File: src/hw/rtl/diff_drive_odometry_unit_assert.svh
// ----------------------------------------------------------------------------
// Assertion macros for the odometry unit
// Implication checks clocked on aclk and held off while in reset.
// ----------------------------------------------------------------------------
`ifndef DIFF_DRIVE_ODOMETRY_UNIT_ASSERT_SVH
`define DIFF_DRIVE_ODOMETRY_UNIT_ASSERT_SVH

// Same-cycle implication
`define DDO_ASSERT_SAME(lbl, a, b) \
    lbl: assert property (@(posedge aclk) disable iff (!aresetn) (a) |-> (b)) \
        else $error("odometry check failed");

// Next-cycle implication
`define DDO_ASSERT_NEXT(lbl, a, b) \
    lbl: assert property (@(posedge aclk) disable iff (!aresetn) (a) |=> (b)) \
        else $error("odometry check failed");

`endif

File: src/hw/rtl/ddo_pkg.sv
// ----------------------------------------------------------------------------
// Odometry package
// Sequencer states, register indexes and the CORDIC arctangent table.
// ----------------------------------------------------------------------------
`timescale 1ns / 1ps

package ddo_pkg;

    localparam int unsigned CW = 34;              // CORDIC datapath width
    localparam logic signed [CW-1:0] CORDIC_START = 34'sd652032875;

    localparam logic REG_METRES_PER_TICK = 1'b0;
    localparam logic REG_TURN_PER_TICK   = 1'b1;

    typedef enum logic [3:0] {
        ST_IDLE,
        ST_MUL_L,
        ST_MUL_R,
        ST_MUL_D,
        ST_TRIG,
        ST_TRIG_WAIT,
        ST_MUL_X,
        ST_MUL_Y,
        ST_UPDATE
    } seq_state_t;

    // Arctangent of 2^-k in 2^-32 turn units
    function automatic logic [31:0] atan_at(input logic [4:0] k);
        logic [31:0] v;
        case (k)
            5'd0:  v = 32'h20000000;  5'd1:  v = 32'h12E4051E;
            5'd2:  v = 32'h09FB385B;  5'd3:  v = 32'h051111D4;
            5'd4:  v = 32'h028B0D43;  5'd5:  v = 32'h0145D7E1;
            5'd6:  v = 32'h00A2F61E;  5'd7:  v = 32'h00517C55;
            5'd8:  v = 32'h0028BE53;  5'd9:  v = 32'h00145F2F;
            5'd10: v = 32'h000A2F98;  5'd11: v = 32'h000517CC;
            5'd12: v = 32'h00028BE6;  5'd13: v = 32'h000145F3;
            5'd14: v = 32'h0000A2F9;  5'd15: v = 32'h0000517C;
            5'd16: v = 32'h000028BE;  5'd17: v = 32'h0000145F;
            5'd18: v = 32'h00000A2F;  5'd19: v = 32'h00000517;
            5'd20: v = 32'h0000028B;  5'd21: v = 32'h00000145;
            5'd22: v = 32'h000000A2;  5'd23: v = 32'h00000051;
            5'd24: v = 32'h00000028;  5'd25: v = 32'h00000014;
            5'd26: v = 32'h0000000A;  5'd27: v = 32'h00000005;
            5'd28: v = 32'h00000002;  5'd29: v = 32'h00000001;
            default: v = 32'h00000000;
        endcase
        return v;
    endfunction

endpackage

File: src/hw/rtl/ddo_cordic.sv
// ----------------------------------------------------------------------------
// Iterative CORDIC
// Rotation-mode sine and cosine, one micro-rotation per cycle, Q1.30 out.
// ----------------------------------------------------------------------------
`timescale 1ns / 1ps

module ddo_cordic #(
    parameter int unsigned ITER = 24
) (
    input  logic                           aclk,
    input  logic                           aresetn,
    input  logic                           start,
    input  logic [31:0]                    angle,
    output logic                           done,
    output logic signed [ddo_pkg::CW-1:0]  cos_out,
    output logic signed [ddo_pkg::CW-1:0]  sin_out
);
    import ddo_pkg::*;

    localparam int unsigned NW = $clog2(ITER + 1);

    logic                 busy_reg;
    logic                 done_reg;
    logic                 flip_reg;
    logic [NW-1:0]        cnt_reg;
    logic signed [CW-1:0] x_reg, y_reg, z_reg;

    logic [31:0]          folded;
    logic                 flip;
    logic [4:0]           k;
    logic signed [CW-1:0] dx, dy, at;

    // Fold the angle into the right half-plane
    always_comb begin
        flip   = angle[31] ^ angle[30];
        folded = flip ? (angle - 32'h80000000) : angle;
        k      = cnt_reg[4:0];
        dx     = y_reg >>> k;
        dy     = x_reg >>> k;
        at     = $signed({{(CW-32){1'b0}}, atan_at(k)});
    end

    // Step the rotation
    always_ff @(posedge aclk) begin
        if (!aresetn) begin
            busy_reg <= 1'b0;
            done_reg <= 1'b0;
            cnt_reg  <= '0;
        end else begin
            done_reg <= 1'b0;
            if (start) begin
                busy_reg <= 1'b1;
                cnt_reg  <= '0;
            end else if (busy_reg) begin
                cnt_reg <= cnt_reg + 1'b1;
                if (cnt_reg == NW'(ITER - 1)) begin
                    busy_reg <= 1'b0;
                    done_reg <= 1'b1;
                end
            end
        end
    end

    always_ff @(posedge aclk) begin
        if (start) begin
            flip_reg <= flip;
            x_reg    <= CORDIC_START;
            y_reg    <= '0;
            z_reg    <= $signed({{(CW-32){folded[31]}}, folded});
        end else if (busy_reg) begin
            if (!z_reg[CW-1]) begin
                x_reg <= x_reg - dx;
                y_reg <= y_reg + dy;
                z_reg <= z_reg - at;
            end else begin
                x_reg <= x_reg + dx;
                y_reg <= y_reg - dy;
                z_reg <= z_reg + at;
            end
        end
    end

    assign done    = done_reg;
    assign cos_out = flip_reg ? -x_reg : x_reg;
    assign sin_out = flip_reg ? -y_reg : y_reg;

endmodule

File: config.mk
export PLATFORM = sky130hd
export DESIGN_NAME = ddo_cordic
export DESIGN_NICKNAME = d
export VERILOG_FILES = /design/src/hw/rtl/diff_drive_odometry_unit_assert.svh /design/src/hw/rtl/ddo_pkg.sv /design/src/hw/rtl/ddo_cordic.sv
export SDC_FILE = /design/constraint.sdc
export NUM_CORES = 1
export LEC_CHECK = 0
export BUFFER_PORTS_ARGS = -buffer_cell sky130_fd_sc_hd__buf_2
export CAP_MARGIN = 20
export CORE_ASPECT_RATIO = 0.8
export CORE_MARGIN = 1.5
export CORE_UTILIZATION = 40
export DETAILED_ROUTE_END_ITERATION = 8
export GPL_TIMING_DRIVEN = 0
export HOLD_SLACK_MARGIN = 0.05
export PLACE_DENSITY_LB_ADDON = 0.1
export SLEW_MARGIN = 20
export SYNTH_ARGS = -nofsm -noshare
export SYNTH_HDL_FRONTEND = slang
export SYNTH_SLANG_ARGS = --single-unit
File: constraint.sdc
create_clock -name aclk -period 10.9 [get_ports aclk]
set_input_delay 1.09 -clock aclk [delete_from_list [all_inputs] [get_ports aclk]]
set_output_delay 1.09 -clock aclk [all_outputs]
set_load 0.03 [all_outputs]
==> impl_metrics.env, run 1 <==
export IMPL_finalMaxSlewViolations=0
export IMPL_worstHoldStart="y_reg[0]"
export IMPL_cts_root_buffer="clkbuf_16"
export IMPL_ctsHoldBuffers=0
export IMPL_synth_seq_area_share_pct=16.9
export IMPL_final_area_sq_mm=0.0206
export IMPL_arrival_ns=10.07
export IMPL_wire_per_inst_um=30.9
export IMPL_utilization_pct=45.0
export IMPL_drt_total_wl_mm=95.1
export IMPL_maxCapViolations=0
export IMPL_rsz0062_at_grt="false"
export IMPL_layout_commonest_cell="nand2_1"
export IMPL_worstPathMaxFanout=10
export IMPL_clk_latency_ns=0.47
export IMPL_grt_max_degree=26
export IMPL_synth_cell_types=96
export IMPL_viasPerCell=6.52
export IMPL_fin_skew_ns=0.0213
export IMPL_crit_slowest_cell="o41ai_1"
export IMPL_htree_levels=4
export IMPL_hp_class="reg -> reg"
export IMPL_ys_warnings_count=0
export IMPL_rr_endpoint="x_reg[30]"
export IMPL_drtPass1Iterations=6
export IMPL_crit_end="x_reg[30]"
export IMPL_post_place_ws_ns=1.72
export IMPL_clock_fmax_mhz=102
export IMPL_worstMarginPinSlew_ns=1.24
export IMPL_place_area_sq_mm=0.0200
export IMPL_ys_flop_type="dfxtp_1"
export IMPL_fin_crit_sh_pct=89.6
export IMPL_layout_drive_gt1_share_pct=14.2
export IMPL_hold_viol_final=0
export IMPL_grt_pass1_wl_mm=135
export IMPL_path_buf_inv=4
export IMPL_ir_worst_vdd_mv=0.209
export IMPL_cts_max_path_buffers=2
export IMPL_switching_share_pct=55.4
export IMPL_setup_slack_ns=1.14
export IMPL_r2r_cells=26
export IMPL_synthArstFlopShare_pct=0
export IMPL_fin_tns_setup_ns=0
export IMPL_final_setup_viol_count=0
export IMPL_min_path_cells=2
export IMPL_drcViolationCount=0
export IMPL_p_sw_mw=3.76
export IMPL_gp_congestion=1.09
export IMPL_critPathMaxStageDelay_ns=0.71
export IMPL_syn_area_sq_mm=0.0187
export IMPL_cts_repair_resized=0
export IMPL_grt_pass1_vias=18602
export IMPL_die_area_sq_mm=0.0481
export IMPL_die_x_um=245
export IMPL_initial_core_util_pct=40.7
export IMPL_vias=20088
export IMPL_fp_dieH_um=196
export IMPL_p_leak_nw=8.49
export IMPL_antenna_left=0
export IMPL_drt_initial_drc_count=2555
export IMPL_period_needed_ns=9.76
export IMPL_timing_rr_start="cnt_reg[3]"
export IMPL_crit_required_ns=11.21
export IMPL_critPathCaptureType="register"
export IMPL_place_hpwl_mm=75.0
export IMPL_layout_nets=2598
export IMPL_crit_cells=26
export IMPL_synthToLayoutAreaGrowth_pct=10.4
export IMPL_crit_type="reg -> reg"
export IMPL_cp_start_kind="register"
export IMPL_rows=70
export IMPL_ys_seq_elements=140
export IMPL_critPathMostFrequentCell="o21ai_0"
export IMPL_antenna_found_initial=4
export IMPL_synth_edf_count=35
export IMPL_overflow=0
export IMPL_core_sq_mm=0.0459
export IMPL_status="finished clean"
export IMPL_cts_sinks=140
export IMPL_io_buffers=103
export IMPL_syn_avg_cell_area_sq_um=8.05
export IMPL_combinationalPowerShare_pct=78.7
export IMPL_netlist_instances=2322
export IMPL_grt_use_total_pct=39.1
export IMPL_p_per_area_mw_per_mm2=329
export IMPL_numCtsBuffers=17
export IMPL_cts_tree="yes"
export IMPL_max_slew_margin_pct=16.1
export IMPL_clkPwrFrac_pct=8.9
export IMPL_pin_count=104
export IMPL_p_int_mw=3.03
export IMPL_layout_common_cells="nand2_1, nor2_1, a21oi_1"
export IMPL_seqPwrFrac_pct=12.4
export IMPL_postCtsSetupRepairBufs=0
export IMPL_syn_nets=2472
export IMPL_path_clk_slew_ns=0.07
export IMPL_rrSetupSlack_ns=1.14
export IMPL_worstSetupStartpoint="cnt_reg[3]"
export IMPL_critical_path_top_delay_family="compound AO/OA/AOI/OAI gates"
power groups by stage:
stage	sequential, mW	clock [mW]	combinational [mW]
global route	0.859	0.630	5.73
floorplan	0.786	0	3.82
detailed placement	0.847	0	5.16
finish	0.842	0.605	5.34
CTS	0.837	0.612	5.19
global placement	0.843	0	5.10
worst min-delay path by stage:
stage / endpoint
2_1_floorplan: y_reg[0]
3_3_place_gp: y_reg[0]
3_5_place_dp: y_reg[0]
4_1_cts: y_reg[0]
5_1_grt: y_reg[0]
6_report: y_reg[0]
cell families after synthesis:
family	synth area share [%]
AO/OA/AOI/OAI	23.8
XOR/XNOR	11.4
adder cells (fa/ha/maj)	7.82
buffers and inverters	5.51
flip-flops	16.9
multiplexers	17.4
AND/OR/NAND/NOR	17.2
area by class of cell:
class | instances | area [sq um]
Antenna cell | 7 | 17.5
Buffer | 176 | 791
Clock buffer | 19 | 443
Clock inverter | 13 | 116
Fill cell | 4699 | 25300
Inverter | 66 | 248
Multi-Input combinational cell | 1940 | 14500
Sequential cell | 140 | 3150
Tap cell | 612 | 766
Timing Repair Buffer | 107 | 573
metrics by stage:
step                      std cells  hold slack (ns)  power [mW]
final                          3080            0.597        6.79
after global placement         3037            0.566        5.95
after global routing           3073            0.607        7.22
after CTS                      3072            0.596        6.64
after detailed placement       3040            0.586        6.01
after floorplan                2322            0.502        4.60
worst min-delay path: cells and delay by family, from the launching register on:
kind	cells	cell delay, ns
AO/OA/AOI/OAI	1	0.05
flip-flops	1	0.38
AND/OR/NAND/NOR	1	0.12
routing by layer:
metal / up-vias / track usage (%) / part of all wire (%)
li1: 8852 / - / -
met1: 9857 / 57.7 / 46
met2: 1213 / 51.9 / 38
met3: 164 / 13.1 / 12
met4: 2 / 13.4 / 3.4
met5: - / 0 / 0.013
synth_stat cells, types with 13 or more instances:
master      n  area share, %
nand3_1    36           0.96
ha_1      112            7.5
mux4_2     70            8.4
o21bai_1   13           0.52
buf_1      18           0.36
nand2b_1   25           0.84
o22ai_1    21           0.70
and2_1     20           0.67
a21oi_1   168            4.5
o21ai_0   159            4.3
nor4_1     16           0.54
o21a_1     17           0.68
xor2_1     96            4.5
a31oi_1    30            1.0
a211oi_1   30            1.2
and3_1     16           0.54
buf_2      31           0.83
nor2b_1    36            1.2
nand2_1   212            4.3
inv_1      63            1.3
a21o_1     57            2.3
clkbuf_1  112            2.2
nor3_1     36           0.96
edfxtp_1   35            5.6
o31ai_1    24           0.96
dfxtp_1   105             11
mux2_2     59            3.6
mux2i_1    88            4.7
nor2_1    202            4.1
o211ai_1   20           0.80
xnor2_1   146            6.8
Note: power is estimated with default switching activity, not from simulation.
==> run 2, diff against run 1 <==
--- a/config.mk
+++ b/config.mk
@@ -13,7 +13,7 @@
 export DETAILED_ROUTE_END_ITERATION = 8
 export GPL_TIMING_DRIVEN = 0
 export HOLD_SLACK_MARGIN = 0.05
-export PLACE_DENSITY_LB_ADDON = 0.1
+export PLACE_DENSITY = 0.67
 export SLEW_MARGIN = 20
 export SYNTH_ARGS = -nofsm -noshare
 export SYNTH_HDL_FRONTEND = slang
==> run 2 against run 1 <==
Net effect:
- wire length grew 2.0%
- setup slack got worse by 0.12 ns
- total power is 0.58% higher
- clock-buffer cell count is 1 higher
- via count rose by 2.2%
- maximum frequency down 1.3%
- hold slack worse by 0.0050 ns
- sequential share of layout area about the same
- die area unchanged
- cell count is essentially flat
- first-iteration DRC count increased by 13%
- non-clock buffer count increased by 2
- critical endpoint is now x_reg[33]
- highest routed layer unchanged
==> impl_metrics.env, run 2 (synthesis results as in run 1) <==
export IMPL_cts_max_path_buffers=2
export IMPL_ctsHoldBuffers=0
export IMPL_worstSetupStartpoint="cnt_reg[3]"
export IMPL_critPathMaxStageDelay_ns=0.85
export IMPL_wire_per_inst_um=31.5
export IMPL_cts_repair_resized=0
export IMPL_ir_worst_vdd_mv=0.232
export IMPL_instances_no_fill=3079
export IMPL_max_slew_margin_pct=12.3
export IMPL_rsz0062_at_grt="false"
export IMPL_core_sq_mm=0.0459
export IMPL_layout_common_cells="nand2_1, nor2_1, a21oi_1"
export IMPL_overflow=0
export IMPL_layout_drive_gt1_share_pct=14.3
export IMPL_vias=20530
export IMPL_worstMarginPinSlew_ns=1.31
export IMPL_crit_type="reg -> reg"
export IMPL_worstHoldStart="x_reg[0]"
export IMPL_synthToLayoutAreaGrowth_pct=10.6
export IMPL_final_area_sq_mm=0.0207
export IMPL_fin_crit_sh_pct=90.7
export IMPL_final_setup_viol_count=0
export IMPL_grt_pass1_wl_mm=137
export IMPL_viasPerCell=6.67
export IMPL_gp_congestion=1.10
export IMPL_die_area_sq_mm=0.0481
export IMPL_layout_nets=2600
export IMPL_maxCapViolations=0
export IMPL_cp_start_kind="register"
export IMPL_drt_total_wl_mm=97.1
export IMPL_finalMaxSlewViolations=0
export IMPL_initial_core_util_pct=40.7
export IMPL_rows=70
export IMPL_grt_max_degree=32
export IMPL_drcViolationCount=0
export IMPL_critPathMostFrequentCell="o21ai_0"
export IMPL_place_inst=3040
export IMPL_multi_input_area_sq_mm=0.0145
export IMPL_cts_sinks=140
export IMPL_seq_area_sq_mm=0.00315
export IMPL_path_clk_slew_ns=0.07
export IMPL_rrSetupSlack_ns=1.01
export IMPL_die_x_um=245
export IMPL_hold_ws_ns=0.592
export IMPL_period_needed_ns=9.89
export IMPL_arrival_ns=10.29
export IMPL_antenna_left=0
export IMPL_place_hpwl_mm=76.2
export IMPL_status="finished clean"
export IMPL_timing_rr_start="cnt_reg[3]"
export IMPL_fp_dieH_um=196
export IMPL_cts_root_buffer="clkbuf_16"
export IMPL_cts_tree="yes"
export IMPL_layout_commonest_cell="nand2_1"
export IMPL_drtPass1Iterations=9
export IMPL_drt_initial_drc_count=2878
export IMPL_htree_levels=4
export IMPL_io_buffers=103
export IMPL_crit_slowest_cell="clkbuf_1"
export IMPL_finalPower_mw=6.83
export IMPL_postCtsSetupRepairBufs=0
export IMPL_pin_count=104
export IMPL_fin_tns_setup_ns=0
export IMPL_crit_required_ns=11.31
export IMPL_numCtsBuffers=17
export IMPL_critPathCaptureType="register"
export IMPL_fill_cells=4639
export IMPL_p_leak_nw=8.52
export IMPL_antenna_found_initial=6
export IMPL_clock_fmax_mhz=101
export IMPL_grt_use_total_pct=39.7
export IMPL_grt_pass1_vias=18945
export IMPL_hp_class="reg -> reg"
export IMPL_clk_latency_ns=0.47
export IMPL_fin_skew_ns=0.0184
export IMPL_hold_viol_final=0
export IMPL_worstPathMaxFanout=10
export IMPL_place_area_sq_mm=0.0200
export IMPL_p_per_area_mw_per_mm2=330
==> run 2: path summary, 6_finish.rpt <==
kind | depth (start not counted) | endpoint
setup / recovery | 28 | x_reg[33]
hold / removal | 2 | x_reg[0]
setup reg to reg | 28 | x_reg[33]
hold reg to reg | 2 | x_reg[0]
==> run 2: final cells by class <==
cell class                      instances  area share (%)
Clock buffer                           20            2.16
Antenna cell                            4          0.0484
Sequential cell                       140            15.2
Multi-Input combinational cell       1940            70.3
Tap cell                              612            3.70
Clock inverter                         12           0.780
Buffer                                176            3.82
Inverter                               66            1.20
Timing Repair Buffer                  109            2.76
==> run 2: power breakdown <==
group | internal [mW] | switching, mW | total [mW]
registers | 0.697 | 0.150 | 0.847
clock network | 0.369 | 0.282 | 0.651
logic | 2.01 | 3.32 | 5.33
total | 3.08 | 3.75 | 6.83
==> run 2: critical path: cells and delay by family (launching register included) <==
kind / cells / cell delay (ns)
AOI/OAI and AO/OA: 14 / 3.90
xor gates and xnor gates: 2 / 0.35
adders and majority gates: 2 / 0.79
buffers and inverters: 4 / 2.67
DFF: 1 / 0.31
muxes: 2 / 0.62
and+or+nand+nor: 4 / 1.17
==> run 2: per-stage QoR <==
step	utilization (%)	setup WS, ns
floorplan	-	4.78
global placement	43.5	1.52
detailed placement	43.6	1.57
CTS	45.0	1.52
global route	45.0	0.783
finish	45.1	1.01
==> run 2: routing by layer <==
metal | routed length [um] | share of wire (%) | vias to the layer above | GRT usage [%]
met4 | 3500 | 3.6 | 4 | 14.1
met5 | 52 | 0.054 | - | 0
met1 | 42500 | 44 | 10004 | 57.3
li1 | - | - | 8850 | -
met3 | 13400 | 14 | 204 | 14.1
met2 | 37600 | 39 | 1468 | 53.6
